**src/hw/rtl/ims_pkg.sv**
```systemverilog
// shared types, widths and register codes for the six-axis imu smoother
// no dependencies; imported by every module of the block
`timescale 1ns / 1ps

package ims_pkg;

   localparam int SAMPLE_W       = 16;
   localparam int NUM_CHAN       = 6;
   localparam int NUM_AXIS       = 3;
   localparam int DEB_W          = SAMPLE_W + 1;
   localparam int LIMIT_W        = 15;
   localparam int CSR_INDEX_W    = 3;
   localparam int WINDOW_DEFAULT = 10;
   localparam int QUEUE_DEPTH    = 2;

   localparam logic [LIMIT_W-1:0] STEP_LIMIT_RESET = 15'd800;

   typedef enum logic [CSR_INDEX_W-1:0] {
      CSR_GYRO_OFFSET_X   = 3'd0,
      CSR_GYRO_OFFSET_Y   = 3'd1,
      CSR_GYRO_OFFSET_Z   = 3'd2,
      CSR_GYRO_STEP_LIMIT = 3'd3
   } csr_index_type;

   typedef logic signed [SAMPLE_W-1:0] s16_type;
   typedef logic signed [DEB_W-1:0]    deb_type;

   // channel order: accel x, y, z, then gyro x, y, z
   typedef s16_type [NUM_CHAN-1:0] row_type;
   typedef s16_type [NUM_AXIS-1:0] axis_type;

   typedef struct packed {
      row_type                raw;
      deb_type [NUM_AXIS-1:0] deb;
   } q_entry_type;

   typedef struct packed {
      axis_type             offset;
      logic [LIMIT_W-1:0]   step_limit;
   } cfg_type;

   typedef struct packed {
      row_type  mean;
      axis_type smooth;
   } result_type;

   typedef enum logic [2:0] {
      BK_IDLE,
      BK_UPDATE,
      BK_MUL,
      BK_FIN,
      BK_DONE
   } back_state_type;

endpackage

```
**src/hw/rtl/ims_csr.sv**
```systemverilog
// configuration registers: gyro offsets and gyro step limit
// depends on ims_pkg
`timescale 1ns / 1ps

module ims_csr import ims_pkg::*; (
   input  logic                   clock,
   input  logic                   reset,
   input  logic                   csr_valid,
   output logic                   csr_ready,
   input  logic [CSR_INDEX_W-1:0] csr_index,
   input  logic [SAMPLE_W-1:0]    csr_wdata,
   output cfg_type                cfg
);

   cfg_type cfg_ff;
   cfg_type cfg_in;

   assign csr_ready = 1'b1;
   assign cfg       = cfg_ff;

   always_comb begin
      cfg_in = cfg_ff;
      if (csr_valid) begin
         unique case (csr_index)
            CSR_GYRO_OFFSET_X:   cfg_in.offset[0]  = csr_wdata;
            CSR_GYRO_OFFSET_Y:   cfg_in.offset[1]  = csr_wdata;
            CSR_GYRO_OFFSET_Z:   cfg_in.offset[2]  = csr_wdata;
            CSR_GYRO_STEP_LIMIT: cfg_in.step_limit = csr_wdata[LIMIT_W-1:0];
            default: ;
         endcase
      end
   end

   always_ff @(posedge clock) begin
      if (reset) begin
         cfg_ff.offset     <= '0;
         cfg_ff.step_limit <= STEP_LIMIT_RESET;
      end else begin
         cfg_ff <= cfg_in;
      end
   end

endmodule

```
**src/hw/rtl/ims_front.sv**
```systemverilog
// front end: accepts samples, removes gyro bias, queues them for the back end
// depends on ims_pkg
`timescale 1ns / 1ps

module ims_front import ims_pkg::*; (
   input  logic        clock,
   input  logic        reset,
   input  logic        req_valid,
   output logic        req_ready,
   input  row_type     req_row,
   input  cfg_type     cfg,
   output logic        q_valid,
   input  logic        q_ready,
   output q_entry_type q_entry
);

   localparam int PTR_W = (QUEUE_DEPTH > 1) ? $clog2(QUEUE_DEPTH) : 1;
   localparam int CNT_W = $clog2(QUEUE_DEPTH + 1);

   q_entry_type      entry_ff [QUEUE_DEPTH];
   logic [PTR_W-1:0] wr_ptr_ff, wr_ptr_in;
   logic [PTR_W-1:0] rd_ptr_ff, rd_ptr_in;
   logic [CNT_W-1:0] count_ff, count_in;
   q_entry_type      new_entry;
   logic             push;
   logic             pop;

   assign req_ready = (count_ff != CNT_W'(QUEUE_DEPTH));
   assign q_valid   = (count_ff != '0);
   assign q_entry   = entry_ff[rd_ptr_ff];
   assign push      = req_valid && req_ready;
   assign pop       = q_valid && q_ready;

   always_comb begin
      new_entry.raw = req_row;
      for (int a = 0; a < NUM_AXIS; a++) begin
         new_entry.deb[a] = {req_row[NUM_AXIS+a][SAMPLE_W-1], req_row[NUM_AXIS+a]}
                          - {cfg.offset[a][SAMPLE_W-1], cfg.offset[a]};
      end
   end

   always_comb begin
      wr_ptr_in = wr_ptr_ff;
      rd_ptr_in = rd_ptr_ff;
      count_in  = count_ff;
      if (push) begin
         wr_ptr_in = (wr_ptr_ff == PTR_W'(QUEUE_DEPTH - 1)) ? '0 : wr_ptr_ff + 1'b1;
      end
      if (pop) begin
         rd_ptr_in = (rd_ptr_ff == PTR_W'(QUEUE_DEPTH - 1)) ? '0 : rd_ptr_ff + 1'b1;
      end
      if (push && !pop) begin
         count_in = count_ff + 1'b1;
      end else if (pop && !push) begin
         count_in = count_ff - 1'b1;
      end
   end

   always_ff @(posedge clock) begin
      if (reset) begin
         wr_ptr_ff <= '0;
         rd_ptr_ff <= '0;
         count_ff  <= '0;
      end else begin
         wr_ptr_ff <= wr_ptr_in;
         rd_ptr_ff <= rd_ptr_in;
         count_ff  <= count_in;
      end
   end

   always_ff @(posedge clock) begin
      if (push) begin
         entry_ff[wr_ptr_ff] <= new_entry;
      end
   end

endmodule

```
**src/hw/rtl/ims_back.sv**
```systemverilog
// back end: window memory with running sums, shared reciprocal divider,
// slew-limited gyro filter and output register; depends on ims_pkg
`timescale 1ns / 1ps

module ims_back import ims_pkg::*; #(
   parameter int WINDOW = WINDOW_DEFAULT
) (
   input  logic        clock,
   input  logic        reset,
   input  logic        q_valid,
   output logic        q_ready,
   input  q_entry_type q_entry,
   input  cfg_type     cfg,
   output logic        rsp_valid,
   input  logic        rsp_ready,
   output result_type  rsp_data
);

   localparam int LOG_W  = $clog2(WINDOW);
   localparam int SUM_W  = SAMPLE_W + LOG_W;
   localparam int DIV_S  = SUM_W + LOG_W;
   localparam int MULT_W = SUM_W + 1;
   localparam int PROD_W = SUM_W + MULT_W;
   localparam int Q_W    = SAMPLE_W + 1;
   localparam int CH_W   = $clog2(NUM_CHAN);
   localparam int AX_W   = $clog2(NUM_AXIS);
   localparam longint unsigned DIV_M_L =
      ((longint'(1) << DIV_S) + longint'(WINDOW) - 1) / longint'(WINDOW);
   localparam logic [MULT_W-1:0] DIV_M      = MULT_W'(DIV_M_L);
   localparam logic [CH_W-1:0]   FIRST_GYRO = CH_W'(NUM_AXIS);
   localparam logic [CH_W-1:0]   LAST_CHAN  = CH_W'(NUM_CHAN - 1);

   function automatic s16_type sat16(input logic signed [17:0] v);
      if (v > 18'sd32767) begin
         return 16'sh7fff;
      end else if (v < -18'sd32768) begin
         return 16'sh8000;
      end else begin
         return v[15:0];
      end
   endfunction

   // window memory
   row_type          win_mem [WINDOW];
   row_type          rd_data_ff;
   logic             mem_we;
   logic [WINDOW-1:0] row_valid_ff, row_valid_in;
   row_type          old_row;

   back_state_type   state_ff, state_in;
   logic [CH_W-1:0]  ch_ff, ch_in;
   logic [LOG_W-1:0] slot_ff, slot_in;
   logic [SUM_W-1:0] sum_ff [NUM_CHAN];
   logic [SUM_W-1:0] sum_in [NUM_CHAN];
   logic [PROD_W-1:0] prod_ff, prod_in;
   logic             neg_ff, neg_in;
   deb_type          filt_ff, filt_in;
   axis_type         smooth_ff, smooth_in;
   row_type          mean_ff, mean_in;
   result_type       res_ff, res_in;
   logic             rsp_valid_ff, rsp_valid_in;

   logic [AX_W-1:0]  axis;
   logic [SUM_W-1:0] sum_sel;
   logic [SUM_W-1:0] mag;
   s16_type          prev;
   logic [18:0]      filt_acc;
   logic [18:0]      filt_adj;
   logic [Q_W-1:0]   quo;
   logic [Q_W-1:0]   mean_s;
   logic signed [17:0] gyro_diff;
   logic signed [17:0] lo_bound;
   logic signed [17:0] hi_bound;
   logic signed [17:0] filt_ext;
   logic signed [17:0] clamped;

   assign rsp_valid = rsp_valid_ff;
   assign rsp_data  = res_ff;
   assign old_row   = row_valid_ff[slot_ff] ? rd_data_ff : '0;

   always_ff @(posedge clock) begin
      rd_data_ff <= win_mem[slot_ff];
      if (mem_we) begin
         win_mem[slot_ff] <= q_entry.raw;
      end
   end

   // per-channel datapath terms
   always_comb begin
      axis     = AX_W'(ch_ff - FIRST_GYRO);
      sum_sel  = sum_ff[ch_ff];
      mag      = sum_sel[SUM_W-1] ? (~sum_sel + 1'b1) : sum_sel;
      prev     = smooth_ff[axis];
      filt_acc = ({{3{prev[SAMPLE_W-1]}}, prev} << 1) + {{3{prev[SAMPLE_W-1]}}, prev}
               + {{2{q_entry.deb[axis][DEB_W-1]}}, q_entry.deb[axis]};
      filt_adj = filt_acc + (filt_acc[18] ? 19'd3 : 19'd0);
      quo      = prod_ff[DIV_S +: Q_W];
      mean_s   = neg_ff ? (~quo + 1'b1) : quo;
      gyro_diff = {mean_s[Q_W-1], mean_s}
                - {{2{cfg.offset[axis][SAMPLE_W-1]}}, cfg.offset[axis]};
      lo_bound = {{2{prev[SAMPLE_W-1]}}, prev} - {3'b000, cfg.step_limit};
      hi_bound = {{2{prev[SAMPLE_W-1]}}, prev} + {3'b000, cfg.step_limit};
      filt_ext = {filt_ff[DEB_W-1], filt_ff};
      if (filt_ext < lo_bound) begin
         clamped = lo_bound;
      end else if (filt_ext > hi_bound) begin
         clamped = hi_bound;
      end else begin
         clamped = filt_ext;
      end
   end

   always_comb begin
      state_in     = state_ff;
      ch_in        = ch_ff;
      slot_in      = slot_ff;
      row_valid_in = row_valid_ff;
      sum_in       = sum_ff;
      prod_in      = prod_ff;
      neg_in       = neg_ff;
      filt_in      = filt_ff;
      smooth_in    = smooth_ff;
      mean_in      = mean_ff;
      res_in       = res_ff;
      rsp_valid_in = rsp_valid_ff && !rsp_ready;
      mem_we       = 1'b0;
      q_ready      = 1'b0;
      unique case (state_ff)
         BK_IDLE: begin
            if (q_valid) begin
               state_in = BK_UPDATE;
            end
         end
         BK_UPDATE: begin
            // running sums: add the new sample, drop the one it replaces
            mem_we                = 1'b1;
            row_valid_in[slot_ff] = 1'b1;
            for (int c = 0; c < NUM_CHAN; c++) begin
               sum_in[c] = sum_ff[c]
                         + {{(SUM_W-SAMPLE_W){q_entry.raw[c][SAMPLE_W-1]}}, q_entry.raw[c]}
                         - {{(SUM_W-SAMPLE_W){old_row[c][SAMPLE_W-1]}}, old_row[c]};
            end
            slot_in  = (slot_ff == LOG_W'(WINDOW - 1)) ? '0 : slot_ff + 1'b1;
            ch_in    = '0;
            state_in = BK_MUL;
         end
         BK_MUL: begin
            neg_in  = sum_sel[SUM_W-1];
            prod_in = PROD_W'(mag) * PROD_W'(DIV_M);
            if (ch_ff >= FIRST_GYRO) begin
               filt_in = filt_adj[18:2];
            end
            state_in = BK_FIN;
         end
         BK_FIN: begin
            if (ch_ff >= FIRST_GYRO) begin
               mean_in[ch_ff]  = sat16(gyro_diff);
               smooth_in[axis] = sat16(clamped);
            end else begin
               mean_in[ch_ff] = mean_s[SAMPLE_W-1:0];
            end
            if (ch_ff == LAST_CHAN) begin
               state_in = BK_DONE;
            end else begin
               ch_in    = ch_ff + 1'b1;
               state_in = BK_MUL;
            end
         end
         BK_DONE: begin
            if (!rsp_valid_ff || rsp_ready) begin
               q_ready       = 1'b1;
               rsp_valid_in  = 1'b1;
               res_in.mean   = mean_ff;
               res_in.smooth = smooth_ff;
               state_in      = BK_IDLE;
            end
         end
         default: state_in = BK_IDLE;
      endcase
   end

   always_ff @(posedge clock) begin
      if (reset) begin
         state_ff     <= BK_IDLE;
         ch_ff        <= '0;
         slot_ff      <= '0;
         row_valid_ff <= '0;
         sum_ff       <= '{default: '0};
         smooth_ff    <= '0;
         rsp_valid_ff <= 1'b0;
      end else begin
         state_ff     <= state_in;
         ch_ff        <= ch_in;
         slot_ff      <= slot_in;
         row_valid_ff <= row_valid_in;
         sum_ff       <= sum_in;
         smooth_ff    <= smooth_in;
         rsp_valid_ff <= rsp_valid_in;
      end
   end

   always_ff @(posedge clock) begin
      prod_ff <= prod_in;
      neg_ff  <= neg_in;
      filt_ff <= filt_in;
      mean_ff <= mean_in;
      res_ff  <= res_in;
   end

endmodule

```
**src/hw/rtl/imu_six_axis_smoother.sv**
```systemverilog
// top level of the six-axis imu smoother: config registers, front end, back end
// depends on ims_pkg, ims_csr, ims_front, ims_back
`timescale 1ns / 1ps

// Usage
//   req_*  : one six-axis sample per request (valid/ready), signed 16 bit
//   rsp_*  : one result per request: six window means and three smoothed
//            gyro rates, signed 16 bit, held in an output register
//   csr_*  : register writes (index, data), always ready; write only while idle
//   The back end works on one sample at a time: each of the six channel means
//   goes in turn through the one shared reciprocal multiplier, in a multiply
//   step and then a finish step, before the result is registered.
//   A two-entry queue sits between the front and back ends, so a new request
//   is taken while the back end is busy or a result waits to be taken.
//   A stalled result holds the back end in its last step; the queue then
//   fills and req_ready drops.
//   Reset clears the window (per-row valid bits), running sums, smoothed
//   rates and write slot, and loads offsets 0 and step limit 800. No
//   clearing pass is needed; requests are taken right after reset.
module imu_six_axis_smoother import ims_pkg::*; #(
   parameter int WINDOW = WINDOW_DEFAULT
) (
   input  logic                   clock,
   input  logic                   reset,
   input  logic                   req_valid,
   output logic                   req_ready,
   input  logic signed [15:0]     req_accel_x,
   input  logic signed [15:0]     req_accel_y,
   input  logic signed [15:0]     req_accel_z,
   input  logic signed [15:0]     req_gyro_x,
   input  logic signed [15:0]     req_gyro_y,
   input  logic signed [15:0]     req_gyro_z,
   output logic                   rsp_valid,
   input  logic                   rsp_ready,
   output logic signed [15:0]     rsp_mean_accel_x,
   output logic signed [15:0]     rsp_mean_accel_y,
   output logic signed [15:0]     rsp_mean_accel_z,
   output logic signed [15:0]     rsp_mean_gyro_x,
   output logic signed [15:0]     rsp_mean_gyro_y,
   output logic signed [15:0]     rsp_mean_gyro_z,
   output logic signed [15:0]     rsp_smooth_gyro_x,
   output logic signed [15:0]     rsp_smooth_gyro_y,
   output logic signed [15:0]     rsp_smooth_gyro_z,
   input  logic                   csr_valid,
   output logic                   csr_ready,
   input  logic [CSR_INDEX_W-1:0] csr_index,
   input  logic [15:0]            csr_wdata
);

   cfg_type     cfg;
   row_type     req_row;
   logic        q_valid;
   logic        q_ready;
   q_entry_type q_entry;
   result_type  rsp_data;

   always_comb begin
      req_row[0] = req_accel_x;
      req_row[1] = req_accel_y;
      req_row[2] = req_accel_z;
      req_row[3] = req_gyro_x;
      req_row[4] = req_gyro_y;
      req_row[5] = req_gyro_z;
   end

   assign rsp_mean_accel_x  = rsp_data.mean[0];
   assign rsp_mean_accel_y  = rsp_data.mean[1];
   assign rsp_mean_accel_z  = rsp_data.mean[2];
   assign rsp_mean_gyro_x   = rsp_data.mean[3];
   assign rsp_mean_gyro_y   = rsp_data.mean[4];
   assign rsp_mean_gyro_z   = rsp_data.mean[5];
   assign rsp_smooth_gyro_x = rsp_data.smooth[0];
   assign rsp_smooth_gyro_y = rsp_data.smooth[1];
   assign rsp_smooth_gyro_z = rsp_data.smooth[2];

   ims_csr u_csr (
      .clock     (clock),
      .reset     (reset),
      .csr_valid (csr_valid),
      .csr_ready (csr_ready),
      .csr_index (csr_index),
      .csr_wdata (csr_wdata),
      .cfg       (cfg)
   );

   ims_front u_front (
      .clock     (clock),
      .reset     (reset),
      .req_valid (req_valid),
      .req_ready (req_ready),
      .req_row   (req_row),
      .cfg       (cfg),
      .q_valid   (q_valid),
      .q_ready   (q_ready),
      .q_entry   (q_entry)
   );

   ims_back #(
      .WINDOW (WINDOW)
   ) u_back (
      .clock     (clock),
      .reset     (reset),
      .q_valid   (q_valid),
      .q_ready   (q_ready),
      .q_entry   (q_entry),
      .cfg       (cfg),
      .rsp_valid (rsp_valid),
      .rsp_ready (rsp_ready),
      .rsp_data  (rsp_data)
   );

`ifndef ASSERT_OFF
   // a finished request is retired from the queue only into a free output slot
   a_pop_into_free_slot: assert property (@(posedge clock) disable iff (reset)
      (q_valid && q_ready) |-> (!rsp_valid || rsp_ready))
      else $error("queue popped while output register still occupied");

   // every retired request shows up as a result in the next cycle
   a_pop_gives_result: assert property (@(posedge clock) disable iff (reset)
      (q_valid && q_ready) |=> rsp_valid)
      else $error("retired request produced no result");

   // a result appears only right after a request was retired
   a_result_from_pop: assert property (@(posedge clock) disable iff (reset)
      $rose(rsp_valid) |-> $past(q_valid && q_ready))
      else $error("result appeared without a retired request");
`endif

endmodule
```
**config.mk**
```make
export PLATFORM = sky130hd
export DESIGN_NAME = imu_six_axis_smoother
export DESIGN_NICKNAME = d
export VERILOG_FILES = /design/src/hw/rtl/ims_pkg.sv /design/src/hw/rtl/ims_csr.sv /design/src/hw/rtl/ims_front.sv /design/src/hw/rtl/ims_back.sv /design/src/hw/rtl/imu_six_axis_smoother.sv
export SDC_FILE = /design/constraint.sdc
export NUM_CORES = 2
export LEC_CHECK = 0
export BUFFER_PORTS_ARGS = -buffer_cell sky130_fd_sc_hd__buf_2
export CAP_MARGIN = 30
export CORE_MARGIN = 2
export CORE_UTILIZATION = 52
export DETAILED_ROUTE_END_ITERATION = 12
export GPL_TIMING_DRIVEN = 0
export PLACE_DENSITY = 0.68
export SYNTH_ARGS = -nofsm -noshare
export SYNTH_HDL_FRONTEND = slang
export SYNTH_HIERARCHICAL = 1
export SYNTH_SLANG_ARGS = --single-unit
```
**constraint.sdc**
```tcl
create_clock -name clock -period 9.9 [get_ports clock]
set_clock_uncertainty 0.2 [all_clocks]
set_input_delay 0.495 -clock clock [delete_from_list [all_inputs] [get_ports clock]]
set_output_delay 0.495 -clock clock [all_outputs]
set_load 0.03 [all_outputs]
```
==> flow_summary.yaml <==
finish:
  drive_gt1_share_pct: 15.3
  final_core_util_pct: 60.4
  final_cell_mix: "edfxtp_1 (1529), inv_1 (760), ha_1 (479), a21oi_1 (386), dfxtp_1 (353)"
  syn_to_final_growth_pct: 15.3
  stdcell_area_mm2: 0.108
  layout.nets: 8627
  layout_commonest_cell: "edfxtp_1"
drt:
  wl_per_cell_um: 24.8
  drc: 0
  drt-initial-drc-count: 5701
  drtPass1Iterations: 8
  ant_nets: 0
  vias: 59600
  routed_via_density: 5.80
  wirelength_um: 255000
global_routing:
  grt_max_degree: 57
  overflow: 0
  grtUsageTotal_pct: 27.6
  grt_pass1_vias: 59100
  grt_pass1_wl_um: 378000
  antenna_found_initial: 16
logic_synthesis:
  synth_area_per_cell_um2: 13.3
  netlist-cell-type-count: 101
  syn_nets: 7908
  synth_edf_count: 1529
  synthCells: 7039
  synth_ff_type: "edfxtp_1"
  async_flop_share_pct: 0
  syn_area_mm2: 0.0936
  ys_seq_elements: 1882
  yosysWarnings: 6
  ys_seq_area_share_pct: 56.6
worst_setup_path:
  cp_data_arrival_time_ns: 10.23
  slowest_delay_ns: 0.44
  crit_type: "flip-flop to flip-flop"
  endpoint_kind: "flip-flop"
  cpMaxStageDelayCell: "clkbuf_1"
  required_ns: 10.41
  ff2ff_setup_slack_ns: 0.19
  cp_max_fo: 10
  cp-start-kind: "flip-flop"
run:
  max_cap_viol_count: 0
die:
  io_pins: 267
  chipHeight_um: 428
  die_width_um: 428
  die_area_mm2: 0.183
  start_util_pct: 52.4
  core-area_mm2: 0.179
  rows: 155
sta:
  finalMaxSlewViolations: 0
  holdWs_ns: 0.158
  fmax_mhz: 103
  hold_viol: 0
  setup_violations: 0
  relSlewSlack_pct: 25.3
  rsz0062_at_grt: "true"
  period_share_pct: 98.1
  final.min_clock_period_ns: 9.71
  worst_slew_pin_slew_ns: 1.12
pwr:
  clock_power_share_pct: 23.7
  p_sw_mw: 11.2
  intPower_mw: 18.9
  irDropWorstVdd_uv: 426
  p_total_mw: 30.1
  power_density_mw_per_mm2: 279
  switching_share_pct: 37.2
  p_seq_share_pct: 31.9
  power_leakage_nw: 40.7
  p_comb_share_pct: 44.4
clock_tree:
  cts_made_buffers: 190
  clockRootBuffer: "clkbuf_16"
  clockBufferDepth: 3
  cts_max_level: 4
  clk_pin_slew_ns: 0.06
  worstSkewPairLatency_ns: 0.87
  clock_sinks: 1882
  cts_tree: "yes"
hold_path:
  hold_class: "primary input to flip-flop"
place:
  dp_hpwl_um: 194000
  gp_congestion: 0.992
  place_area_mm2: 0.0999
  port_buffers: 265
status:
  status: "complete, no violations"
-- path summary, 6_finish.rpt --
check                           from                      end  cells past startpoint
setup / recovery     u_back/ch_ff[0]     u_back/smooth_ff[10]                     33
hold / removal        req_accel_z[0]  u_front/entry_ff[0][83]                      2
setup reg to reg     u_back/ch_ff[0]     u_back/smooth_ff[10]                     33
hold reg to reg   u_back/mean_ff[85]     u_back/rsp_data[133]                      0
-- synth_stat cells (10+ instances only) --
cell      count  area [µm²]
o21ai_0     148         741
a211oi_1    142        1070
clkbuf_1    195         732
o21ai_1      34         170
o21bai_1     21         158
mux2_2      149        1680
dfxtp_1     353        7070
and3_1       24         150
inv_1       760        2850
o31ai_1      11        82.6
nand4_1      17         106
nor2b_1     148         926
fa_1        267        5350
a22o_1       47         412
nor4_1       10        62.6
and2_1      107         669
o21a_1       49         368
nor3_1       74         370
o211ai_1     25         188
mux4_2      207        4660
o22ai_1      22         138
nor2_1      362        1360
a21oi_1     393        1970
mux2i_1     230        2300
nand3b_1     14         105
xnor2_1     193        1690
xor2_1       68         596
inv_2        13        48.8
nand2b_1    141         882
edfxtp_1   1529       45900
or3_1        38         238
nand3_1      54         270
nand2_1     347        1300
buf_2        25         125
a21o_1       76         571
or2_2        11        68.8
buf_1        25        93.8
ha_1        482        6030
a31oi_1      28         175
-- worst max-delay path: cells and delay by family (launching register included) --
| kind | cells | cell delay, ns |
|---|---|---|
| AOI/OAI and AO/OA | 10 | 2.34 |
| adders and majority gates | 3 | 0.89 |
| muxes | 3 | 0.71 |
| DFF | 1 | 0.42 |
| buffers and inverters | 13 | 3.66 |
| and+or+nand+nor | 3 | 0.99 |
| xor gates and xnor gates | 1 | 0.30 |
-- layout make-up --
| class | count | area (µm²) |
|---|---|---|
| clock inverter | 90 | 1060 |
| inverter | 774 | 2910 |
| multi-input combinational | 4125 | 37100 |
| timing repair buffer | 527 | 4600 |
| tap | 2355 | 2950 |
| antenna | 4 | 10.0 |
| fill | 13700 | 70700 |
| buffer | 258 | 1110 |
| clock buffer | 268 | 5220 |
| sequential | 1882 | 53000 |
-- flip-flops by register name, summed over array words and instances (netlist names), 2 cells and up, named ones only --
name	count
u_back/filt_ff	17
u_front/entry_ff	294
u_csr/cfg	63
u_back/ch_ff	3
u_back/row_valid_ff	10
u_back/prod_ff	17
u_back/win_mem	960
u_back/slot_ff	4
u_back/mean_ff	96
u_back/smooth_ff	48
u_front/count_ff	2
u_back/sum_ff	120
u_back/rd_data_ff	96
u_back/rsp_data	144
u_back/state_ff	3
-- power by group through the flow --
| stage | logic, mW | registers (mW) | clock network [mW] |
|---|---|---|---|
| after floorplan | 9.62 | 9.63 | 0 |
| after global placement | 12.7 | 9.83 | 0 |
| after detailed placement | 13.0 | 9.75 | 0 |
| after CTS | 13.3 | 9.59 | 7.28 |
| after global routing | 15.1 | 9.63 | 7.60 |
| final | 13.4 | 9.60 | 7.15 |
-- layer usage --
layer | track usage (%) | vias up | routed length [µm] | part of all wire [%]
li1 | - | 26900 | - | -
met1 | 39.2 | 30100 | 111000 | 44
met2 | 43.1 | 2138 | 116000 | 46
met3 | 4.70 | 462 | 17700 | 6.9
met4 | 9.88 | 2 | 9840 | 3.9
met5 | 0 | - | 14 | 0.0055
-- metrics by stage --
stage               instances  TNS (ns)  setup slack [ns]
floorplan                7039         0              1.08
global placement         9659  -3778.22             -7.19
detailed placement       9783    -28.34            -0.817
CTS                     10300         0            0.0722
global route            10300    -0.103            -0.103
finish                  10300         0             0.186
-- cells by family (layout without fill, tap and decap cells) --
kind of cell,Yosys count,count (layout),synth area share [%]
flip-flops,1882,1882,56.6
AO/OA/AOI/OAI,1127,1127,7.81
XOR/XNOR,262,262,2.46
other,1,5,0.00401
AND/OR/NAND/NOR,1391,1391,7.37
buffers and inverters,1032,1917,4.25
adder cells (fa/ha/maj),749,749,12.2
multiplexers,595,595,9.35
-- timing repair --
item	CTS	global route
hold endpoints to repair	266	0
pin swaps	0	8
setup buffers	0	10
hold buffers	121	0
resized for setup	43	47
endpoints found under the setup margin	70	37
cloned	0	0
(Power assumes the default switching activity.)
